### src/pal_pkg.sv
package pal_pkg;

  typedef enum logic [1:0] {
    CMD_INSERT = 2'd0,
    CMD_REMOVE = 2'd1,
    CMD_FIND   = 2'd2,
    CMD_NONE   = 2'd3
  } pal_cmd_t;

  typedef enum logic [2:0] {
    ST_OK       = 3'd0,
    ST_FULL     = 3'd1,
    ST_EMPTY    = 3'd2,
    ST_BADPOS   = 3'd3,
    ST_NOTFOUND = 3'd4
  } pal_status_t;

  localparam int PosW    = 8;
  localparam int KeyW    = 32;
  localparam int IndexW  = 7;
  localparam int CountW  = 8;
  localparam int StatusW = 3;
  localparam int CmdW    = 2;

endpackage

### src/positional_array_list_core.sv
// Positional array list: an ordered list of up to DEPTH 32-bit keys, packed from index 0.
// Input channel (in_valid/in_stall) carries one command per transaction: insert a key
// at a position (a position at or beyond the count appends), remove the entry at a
// position, or find the lowest index holding a key. Result channel (out_valid/out_stall)
// returns exactly one transaction per command: status, removed key, index and new count.
// The keys sit in a single-port-write, registered-read memory; every shift or compare
// streams through it one entry per cycle, read and write-back overlapping.
// Insert shifts the entries from the end down to the position up by one, then writes the
// key (an append only writes the key); remove keeps the key at the position and shifts the
// entries above it down; find compares upward to the first match or the end. Failures and
// the unused code go straight to the result register load; the next command can be
// accepted in the cycle after that load, even while that result is still held by out_stall.
// One command is in work at a time; in_stall is high from accept until the result
// moves to the output register. A result waiting under out_stall does not stop the
// next command from being accepted; that command then holds until the register frees.
// Reset (rst_n low, synchronous) holds in_stall high, empties the list and drops any
// pending result; the memory is not cleared, as entries at or beyond the count are
// never read.
module positional_array_list_core #(
  parameter int DEPTH = 128
) (
  input  logic                       clk,
  input  logic                       rst_n,
  input  logic                       in_valid,
  output logic                       in_stall,
  input  logic [pal_pkg::CmdW-1:0]   in_command,
  input  logic [pal_pkg::PosW-1:0]   in_position,
  input  logic [pal_pkg::KeyW-1:0]   in_key,
  output logic                       out_valid,
  input  logic                       out_stall,
  output logic [pal_pkg::StatusW-1:0] out_status,
  output logic [pal_pkg::KeyW-1:0]   out_key_out,
  output logic [pal_pkg::IndexW-1:0] out_index_out,
  output logic [pal_pkg::CountW-1:0] out_count_out
);

  import pal_pkg::*;

  localparam int AW = (DEPTH > 1) ? $clog2(DEPTH) : 1;
  localparam int CW = $clog2(DEPTH + 1);
  localparam int PW = (CW > PosW) ? CW : PosW;

  typedef enum logic [1:0] {
    S_IDLE,
    S_RUN,
    S_KEY,
    S_DONE
  } state_t;

  logic [KeyW-1:0] mem [DEPTH];

  state_t             state_r, state_nxt;
  logic [CmdW-1:0]    cmd_r, cmd_nxt;
  logic [KeyW-1:0]    key_r, key_nxt;
  logic [AW-1:0]      at_r, at_nxt;
  logic [AW-1:0]      lim_r, lim_nxt;
  logic [AW-1:0]      ra_r, ra_nxt;
  logic               rd_more_r, rd_more_nxt;
  logic               p_valid_r, p_valid_nxt;
  logic [AW-1:0]      p_addr_r, p_addr_nxt;
  logic [CW-1:0]      count_r, count_nxt;
  logic [StatusW-1:0] res_status_r, res_status_nxt;
  logic [KeyW-1:0]    res_key_r, res_key_nxt;
  logic [IndexW-1:0]  res_idx_r, res_idx_nxt;
  logic               out_valid_r, out_valid_nxt;
  logic [StatusW-1:0] out_status_r, out_status_nxt;
  logic [KeyW-1:0]    out_key_r, out_key_nxt;
  logic [IndexW-1:0]  out_idx_r, out_idx_nxt;
  logic [CountW-1:0]  out_count_r, out_count_nxt;

  logic [KeyW-1:0]    rd_data_r;
  logic               rd_en;
  logic               we;
  logic [AW-1:0]      wa;
  logic [KeyW-1:0]    wd;

  logic               accept;
  logic [PW-1:0]      pos_ext;
  logic [PW-1:0]      cnt_ext;
  logic [AW-1:0]      at_pos;

  assign in_stall      = !rst_n || (state_r != S_IDLE);
  assign accept        = in_valid && !in_stall;
  assign out_valid     = out_valid_r;
  assign out_status    = out_status_r;
  assign out_key_out   = out_key_r;
  assign out_index_out = out_idx_r;
  assign out_count_out = out_count_r;

  assign pos_ext = PW'(in_position);
  assign cnt_ext = PW'(count_r);
  // clamp the insert point to the end of the list
  assign at_pos  = (pos_ext >= cnt_ext) ? AW'(count_r) : AW'(in_position);

  always_comb begin
    state_nxt      = state_r;
    cmd_nxt        = cmd_r;
    key_nxt        = key_r;
    at_nxt         = at_r;
    lim_nxt        = lim_r;
    ra_nxt         = ra_r;
    rd_more_nxt    = rd_more_r;
    p_valid_nxt    = p_valid_r;
    p_addr_nxt     = p_addr_r;
    count_nxt      = count_r;
    res_status_nxt = res_status_r;
    res_key_nxt    = res_key_r;
    res_idx_nxt    = res_idx_r;
    out_valid_nxt  = out_valid_r;
    out_status_nxt = out_status_r;
    out_key_nxt    = out_key_r;
    out_idx_nxt    = out_idx_r;
    out_count_nxt  = out_count_r;
    rd_en          = 1'b0;
    we             = 1'b0;
    wa             = at_r;
    wd             = key_r;

    if (out_valid_r && !out_stall) begin
      out_valid_nxt = 1'b0;
    end

    case (state_r)
      S_IDLE: begin
        if (accept) begin
          cmd_nxt        = in_command;
          key_nxt        = in_key;
          res_status_nxt = ST_OK;
          res_key_nxt    = '0;
          res_idx_nxt    = '0;
          state_nxt      = S_DONE;
          case (in_command)
            CMD_INSERT: begin
              if (count_r == CW'(DEPTH)) begin
                res_status_nxt = ST_FULL;
              end else begin
                at_nxt      = at_pos;
                count_nxt   = count_r + 1'b1;
                res_idx_nxt = IndexW'(at_pos);
                if (PW'(at_pos) == cnt_ext) begin
                  state_nxt = S_KEY;
                end else begin
                  ra_nxt      = AW'(count_r - 1'b1);
                  rd_more_nxt = 1'b1;
                  state_nxt   = S_RUN;
                end
              end
            end
            CMD_REMOVE: begin
              if (count_r == '0) begin
                res_status_nxt = ST_EMPTY;
              end else if (pos_ext >= cnt_ext) begin
                res_status_nxt = ST_BADPOS;
              end else begin
                at_nxt      = AW'(in_position);
                ra_nxt      = AW'(in_position);
                lim_nxt     = AW'(count_r - 1'b1);
                count_nxt   = count_r - 1'b1;
                res_idx_nxt = IndexW'(in_position);
                rd_more_nxt = 1'b1;
                state_nxt   = S_RUN;
              end
            end
            CMD_FIND: begin
              if (count_r == '0) begin
                res_status_nxt = ST_NOTFOUND;
              end else begin
                ra_nxt      = '0;
                lim_nxt     = AW'(count_r - 1'b1);
                rd_more_nxt = 1'b1;
                state_nxt   = S_RUN;
              end
            end
            default: begin
            end
          endcase
        end
      end

      S_RUN: begin
        // issue side: one read a cycle, down for insert, up otherwise
        if (rd_more_r) begin
          rd_en       = 1'b1;
          p_valid_nxt = 1'b1;
          p_addr_nxt  = ra_r;
          if (cmd_r == CMD_INSERT) begin
            if (ra_r == at_r) rd_more_nxt = 1'b0;
            else              ra_nxt      = ra_r - 1'b1;
          end else begin
            if (ra_r == lim_r) rd_more_nxt = 1'b0;
            else               ra_nxt      = ra_r + 1'b1;
          end
        end else begin
          p_valid_nxt = 1'b0;
        end

        // return side: write back shifted or compare
        if (p_valid_r) begin
          case (cmd_r)
            CMD_INSERT: begin
              we = 1'b1;
              wa = p_addr_r + 1'b1;
              wd = rd_data_r;
            end
            CMD_REMOVE: begin
              if (p_addr_r == at_r) begin
                res_key_nxt = rd_data_r;
              end else begin
                we = 1'b1;
                wa = p_addr_r - 1'b1;
                wd = rd_data_r;
              end
            end
            CMD_FIND: begin
              if (rd_data_r == key_r) begin
                res_idx_nxt = IndexW'(p_addr_r);
                rd_more_nxt = 1'b0;
                p_valid_nxt = 1'b0;
                state_nxt   = S_DONE;
              end
            end
            default: begin
            end
          endcase
        end

        if (!rd_more_r && !p_valid_r) begin
          case (cmd_r)
            CMD_INSERT: state_nxt = S_KEY;
            CMD_FIND: begin
              res_status_nxt = ST_NOTFOUND;
              state_nxt      = S_DONE;
            end
            default: state_nxt = S_DONE;
          endcase
        end
      end

      S_KEY: begin
        we        = 1'b1;
        wa        = at_r;
        wd        = key_r;
        state_nxt = S_DONE;
      end

      S_DONE: begin
        // hold until the output register is free
        if (!out_valid_r || !out_stall) begin
          out_valid_nxt  = 1'b1;
          out_status_nxt = res_status_r;
          out_key_nxt    = res_key_r;
          out_idx_nxt    = res_idx_r;
          out_count_nxt  = CountW'(count_r);
          state_nxt      = S_IDLE;
        end
      end

      default: state_nxt = S_IDLE;
    endcase
  end

  always_ff @(posedge clk) begin
    if (!rst_n) begin
      state_r     <= S_IDLE;
      rd_more_r   <= 1'b0;
      p_valid_r   <= 1'b0;
      count_r     <= '0;
      out_valid_r <= 1'b0;
    end else begin
      state_r     <= state_nxt;
      rd_more_r   <= rd_more_nxt;
      p_valid_r   <= p_valid_nxt;
      count_r     <= count_nxt;
      out_valid_r <= out_valid_nxt;
    end
    cmd_r        <= cmd_nxt;
    key_r        <= key_nxt;
    at_r         <= at_nxt;
    lim_r        <= lim_nxt;
    ra_r         <= ra_nxt;
    p_addr_r     <= p_addr_nxt;
    res_status_r <= res_status_nxt;
    res_key_r    <= res_key_nxt;
    res_idx_r    <= res_idx_nxt;
    out_status_r <= out_status_nxt;
    out_key_r    <= out_key_nxt;
    out_idx_r    <= out_idx_nxt;
    out_count_r  <= out_count_nxt;
  end

  always_ff @(posedge clk) begin
    if (we) begin
      mem[wa] <= wd;
    end
    if (rd_en) begin
      rd_data_r <= mem[ra_r];
    end
  end

endmodule

### config.mk
export PLATFORM = sky130hd
export DESIGN_NAME = positional_array_list_core
export DESIGN_NICKNAME = d
export VERILOG_FILES = /design/src/pal_pkg.sv /design/src/positional_array_list_core.sv
export SDC_FILE = /design/constraint.sdc
export NUM_CORES = 2
export LEC_CHECK = 0
export BUFFER_PORTS_ARGS = -buffer_cell sky130_fd_sc_hd__buf_2
export CORE_ASPECT_RATIO = 2
export CORE_MARGIN = 10
export CORE_UTILIZATION = 43
export DETAILED_ROUTE_END_ITERATION = 8
export PLACE_DENSITY = 0.58
export SYNTH_ARGS = -nofsm -noshare
export SYNTH_HDL_FRONTEND = slang
export SYNTH_SLANG_ARGS = --single-unit
### constraint.sdc
create_clock -name clk -period 10.5 [get_ports clk]
set_clock_uncertainty 0.15 [all_clocks]
set_input_delay 1.05 -clock clk [delete_from_list [all_inputs] [get_ports clk]]
set_output_delay 1.05 -clock clk [all_outputs]
set_load 0.01 [all_outputs]
==> report_table.html <==
<table>
<tr><th>Metric</th><th>Value</th></tr>
<tr><th colspan="2">Yosys</th></tr>
<tr><td>Number of enable-type register cells in the synthesized netlist</td><td>4282</td></tr>
<tr><td>Post-synthesis cell count</td><td>7127</td></tr>
<tr><td>Asr flop ratio synth</td><td>0%</td></tr>
<tr><td>Syn. warnings</td><td>0</td></tr>
<tr><td>Avg Cell Area, Syn</td><td>23.2 um2</td></tr>
<tr><td>Portion of the post-synthesis area used by sequential elements</td><td>77.8%</td></tr>
<tr><td>Synthesized netlist net count</td><td>7200</td></tr>
<tr><td>Count of state elements after synthesis</td><td>4295</td></tr>
<tr><td>Number of distinct library cells after synthesis</td><td>slightly above 70</td></tr>
<tr><td>Most instantiated flip-flop cell in the synthesis netlist</td><td>sky130_fd_sc_hd__edfxtp_1</td></tr>
<tr><td>Cell area after synthesis</td><td>166000 um2</td></tr>
<tr><th colspan="2">Timing</th></tr>
<tr><td>Endpoints failing hold</td><td>0</td></tr>
<tr><td>RSZ-0062 raised after global routing</td><td>false</td></tr>
<tr><td>Final critical path time including I/O delays and setup</td><td>between 5000 and 6000 ps</td></tr>
<tr><td>Final number of max-transition violations</td><td>2</td></tr>
<tr><td>Final-report setup violation count</td><td>0</td></tr>
<tr><td>Final worst slack</td><td>~5100 ps</td></tr>
<tr><td>Highest attainable clock frequency</td><td>186 MHz</td></tr>
<tr><td>Setup TNS Final</td><td>0 ps</td></tr>
<tr><td>Max-slew headroom at the worst pin</td><td>-7.03%</td></tr>
<tr><td>Final Cycle Share</td><td>51.2%</td></tr>
<tr><td>Worst Tran Pin Value</td><td>around 1600 ps</td></tr>
<tr><th colspan="2">Clock network</th></tr>
<tr><td>Source-to-sink clock delay at the later pin of the worst-skew pair</td><td>960 ps</td></tr>
<tr><td>Number of hold-repair buffers added at the cts stage</td><td>0</td></tr>
<tr><td>Clock buffers created by TritonCTS</td><td>roughly 370</td></tr>
<tr><td>CTS clock-pin slew for the worst setup and hold paths</td><td>70 ps</td></tr>
<tr><td>Number of clock sinks</td><td>4295</td></tr>
<tr><td>H-tree depth</td><td>5</td></tr>
<tr><td>Maximum root-to-sink buffer count</td><td>4</td></tr>
<tr><td>Cells resized by post-CTS repair</td><td>0</td></tr>
<tr><td>TritonCTS clock tree</td><td>built</td></tr>
<tr><td>Post-CTS setup buffers</td><td>0</td></tr>
<tr><td>Library cell used as clock root buffer</td><td>sky130_fd_sc_hd__clkbuf_16</td></tr>
<tr><th colspan="2">Global route</th></tr>
<tr><td>Number of global-route vias before repair</td><td>82.1k</td></tr>
<tr><td>All-layer global routing usage</td><td>a little under a quarter</td></tr>
<tr><td>Maximum number of pins on one net before global-route repair</td><td>114</td></tr>
<tr><td>Total grt overflow</td><td>0</td></tr>
<tr><td>Antenna violations before repair</td><td>29</td></tr>
<tr><td>Global-route wire length before repair</td><td>672000 um</td></tr>
<tr><th colspan="2">Worst setup path</th></tr>
<tr><td>Setup slack on the worst flop-to-flop path</td><td>5120 ps</td></tr>
<tr><td>CP max stage cell</td><td>sky130_fd_sc_hd__nor4_1</td></tr>
<tr><td>Depth of the worst register-to-register path</td><td>7</td></tr>
<tr><td>Critical Path RT</td><td>10980 ps</td></tr>
<tr><td>Worst Setup Path Type</td><td>reg -&gt; reg</td></tr>
<tr><td>Setup crit end kind</td><td>flip-flop</td></tr>
<tr><td>Ordered cell list for the critical path</td><td>buf_12, buf_4, mux4_2, mux2i_1, o22ai_2, nor4_1, o211ai_1</td></tr>
<tr><td>Critical register-to-register path endpoint</td><td>rd_data_r[7]$_DFFE_PP_</td></tr>
<tr><td>Reg-to-reg startpoint</td><td>ra_r[0]$_DFFE_PP_</td></tr>
<tr><td>Critical path peak fanout</td><td>77</td></tr>
<tr><td>Arrival time of data at the critical path endpoint</td><td>5860 ps</td></tr>
<tr><td>Largest stage delay on the critical path</td><td>1130 ps</td></tr>
<tr><td>Kind of start point of the critical path</td><td>flip-flop</td></tr>
<tr><th colspan="2">Cells and area</th></tr>
<tr><td>Fraction of the core area covered by cells at the end of the flow</td><td>approximately half</td></tr>
<tr><td>Count of placed standard cells in the final layout, fillers left out</td><td>around 13k</td></tr>
<tr><td>Syn-to-layout area delta</td><td>12.8%</td></tr>
<tr><td>Fraction of final layout cells sized beyond drive strength 1</td><td>29.4%</td></tr>
<tr><td>Final net count</td><td>approximately 7.6k</td></tr>
<tr><th colspan="2">Placed design</th></tr>
<tr><td>Placer Congestion</td><td>0.902</td></tr>
<tr><td>Place WS</td><td>4640 ps</td></tr>
<tr><td>Total of buffers placed on input and output ports</td><td>97</td></tr>
<tr><td>Hpwl dp</td><td>290000 um</td></tr>
<tr><td>Total instance count after detailed placement</td><td>12.2k</td></tr>
<tr><th colspan="2">Power and ir drop</th></tr>
<tr><td>Standby leakage power</td><td>approximately 58 nW</td></tr>
<tr><td>Peak VDD IR</td><td>between 0.00015 and 0.0002 V</td></tr>
<tr><td>Power Total</td><td>38.0 mW</td></tr>
<tr><td>Total power per unit cell area</td><td>just over 200 nW/um2</td></tr>
<tr><th colspan="2">Routing</th></tr>
<tr><td>First DRT Iteration DRCs</td><td>9098</td></tr>
<tr><td>Total Wirelength</td><td>487000 um</td></tr>
<tr><td>DRC errors left</td><td>0</td></tr>
<tr><td>Number of optimization iterations in the first detailed-route pass</td><td>9</td></tr>
<tr><td>Detailed-route via count</td><td>78.7k</td></tr>
<tr><td>Average wire per standard cell</td><td>37.9 um</td></tr>
<tr><td>Post-detailed-route via-to-cell ratio</td><td>approximately 6.1</td></tr>
<tr><td>Number of routed nets with antenna violations</td><td>0</td></tr>
<tr><th colspan="2">Flow run</th></tr>
<tr><td>Max cap viols</td><td>1</td></tr>
<tr><th colspan="2">Min path</th></tr>
<tr><td>Class of the tightest hold or removal check</td><td>in -&gt; reg</td></tr>
<tr><td>Source of the worst hold timing path</td><td>in_key[10]</td></tr>
<tr><td>Capture endpoint of the worst hold path</td><td>key_r[10]$_DFFE_PP_</td></tr>
<tr><td>Number of instances on the worst hold path</td><td>1</td></tr>
<tr><th colspan="2">Floorplanning</th></tr>
<tr><td>Die Area</td><td>412000 um2</td></tr>
<tr><td>Vertical die dimension</td><td>898 um</td></tr>
<tr><td>Overall die width</td><td>459 um</td></tr>
<tr><td>Number of top-level pins</td><td>98</td></tr>
<tr><td>Starting density of the core</td><td>43.1%</td></tr>
<tr><td>Row cnt</td><td>322</td></tr>
<tr><td>Area of the core</td><td>between 300000 and 400000 um2</td></tr>
<tr><th colspan="2">Outcome</th></tr>
<tr><td>Violations in the final reports</td><td>max-capacitance violations, max-slew violations</td></tr>
<tr><td>Status</td><td>complete, but fails checks</td></tr>
</table>
==> registers in the layout, summed over array words and instances, names as in the netlist, 2 cells and up <==
register	count
lim_r	7
out_index_out	7
out_count_out	8
at_r	7
cmd_r	2
res_idx_r	7
out_status	3
key_r	32
p_addr_r	7
rd_data_r	32
out_key_out	32
ra_r	7
res_key_r	32
mem	4096
cnt_ext	8
state_r	2
res_status_r	3
==> final cells by class <==
class,instances,area (um2)
clock buffer,452,9820
antenna,16,40.0
tap,5022,6280
inverter,35,131
sequential,4295,129000
fill,30600,197000
timing repair buffer,417,3100
clock inverter,226,2320
multi-input combinational,2386,36200
==> synthesized netlist by cell type, drive strengths merged, types with 29 or more instances <==
| cell | instances | area share (%) |
|---|---|---|
| and2 | 36 | 0.14 |
| o211ai | 76 | 0.35 |
| o22ai | 128 | 0.48 |
| edfxtp | 4282 | 78 |
| a22oi | 38 | 0.17 |
| nor4 | 169 | 0.72 |
| xor2 | 48 | 0.25 |
| inv | 34 | 0.077 |
| mux2i | 357 | 2.2 |
| clkbuf | 229 | 0.52 |
| buf | 182 | 0.53 |
| nand2 | 121 | 0.27 |
| mux4 | 1120 | 15 |
| nor2 | 30 | 0.068 |
| o21ai | 29 | 0.092 |
==> cells by family after synthesis <==
kind of cell	after synthesis	share of synthesized area, %
AOI/OAI and AO/OA	366	1.53
xor gates and xnor gates	74	0.391
adders and majority gates	27	0.209
buffers and inverters	446	1.12
DFF	4295	77.8
muxes	1483	17.4
and+or+nand+nor	436	1.49
==> stage by stage <==
stage                     hold slack (ps)  cell area (um2)
final                                 123           187000
after CTS                            71.5           187000
after detailed placement              256           175000
after global routing                  107           187000
after global placement                257           174000
after floorplan                       250           166000
==> routing by layer <==
layer | wire, um | GRT usage (%) | vias up
met3 | 31400 | 3.43 | 914
met2 | 253000 | 40.8 | 3435
met5 | 15 | 0 | -
met1 | 161000 | 26.3 | 43000
li1 | - | - | 31300
met4 | 41400 | 16.4 | 2
==> report_power, final <==
| part | internal [mW] | total [mW] | switching [mW] |
|---|---|---|---|
| clock network | 7.79 | 14.0 | 6.23 |
| registers | 19.3 | 19.3 | 0.0962 |
| logic | 1.62 | 4.59 | 2.97 |
==> cells in the final DEF, fill, tap and decap left out, types with 20 or more instances in the layout <==
cell type	synthesis	layout
sky130_fd_sc_hd__a21oi_1	27	26
sky130_fd_sc_hd__a22oi_1	38	37
sky130_fd_sc_hd__and2_1	36	35
sky130_fd_sc_hd__buf_2	126	99
sky130_fd_sc_hd__buf_4	0	298
sky130_fd_sc_hd__bufinv_16	0	45
sky130_fd_sc_hd__clkbuf_1	229	70
sky130_fd_sc_hd__clkbuf_16	0	382
sky130_fd_sc_hd__clkinv_1	1	78
sky130_fd_sc_hd__clkinv_2	0	65
sky130_fd_sc_hd__edfxtp_1	4282	4282
sky130_fd_sc_hd__ha_1	26	25
sky130_fd_sc_hd__inv_1	33	32
sky130_fd_sc_hd__mux2i_1	357	357
sky130_fd_sc_hd__mux4_2	1120	1120
sky130_fd_sc_hd__nand2_1	121	91
sky130_fd_sc_hd__nand2_4	0	30
sky130_fd_sc_hd__nor2_1	30	27
sky130_fd_sc_hd__nor4_1	148	32
sky130_fd_sc_hd__nor4_2	20	116
sky130_fd_sc_hd__nor4_4	1	21
sky130_fd_sc_hd__o211ai_1	75	75
sky130_fd_sc_hd__o21ai_0	22	20
sky130_fd_sc_hd__o22ai_1	128	113
sky130_fd_sc_hd__xnor2_1	26	26
sky130_fd_sc_hd__xor2_1	48	48
==> critical path: cells and delay by family (launching register included) <==
kind                   cells  cell delay [ps]
buffers and inverters      2             1340
AO/OA/AOI/OAI              2              590
multiplexers               2              870
AND/OR/NAND/NOR            1             1130
flip-flops                 1              760
==> worst max path at each step <==
| stage | from | to | slack, ps | cells after the start |
|---|---|---|---|---|
| floorplan | state_r[1]$_SDFFE_PN0P_ | mem[0][30]$_DFFE_PP_ | 2800 | 7 |
| global placement | ra_r[0]$_DFFE_PP_ | rd_data_r[25]$_DFFE_PP_ | 4480 | 8 |
| detailed placement | ra_r[0]$_DFFE_PP_ | rd_data_r[21]$_DFFE_PP_ | 4640 | 8 |
| CTS | ra_r[0]$_DFFE_PP_ | rd_data_r[21]$_DFFE_PP_ | 4570 | 8 |
| global route | ra_r[0]$_DFFE_PP_ | rd_data_r[29]$_DFFE_PP_ | 4870 | 7 |
| finish | ra_r[0]$_DFFE_PP_ | rd_data_r[7]$_DFFE_PP_ | 5120 | 7 |
Power figures use the tool's default switching activity.
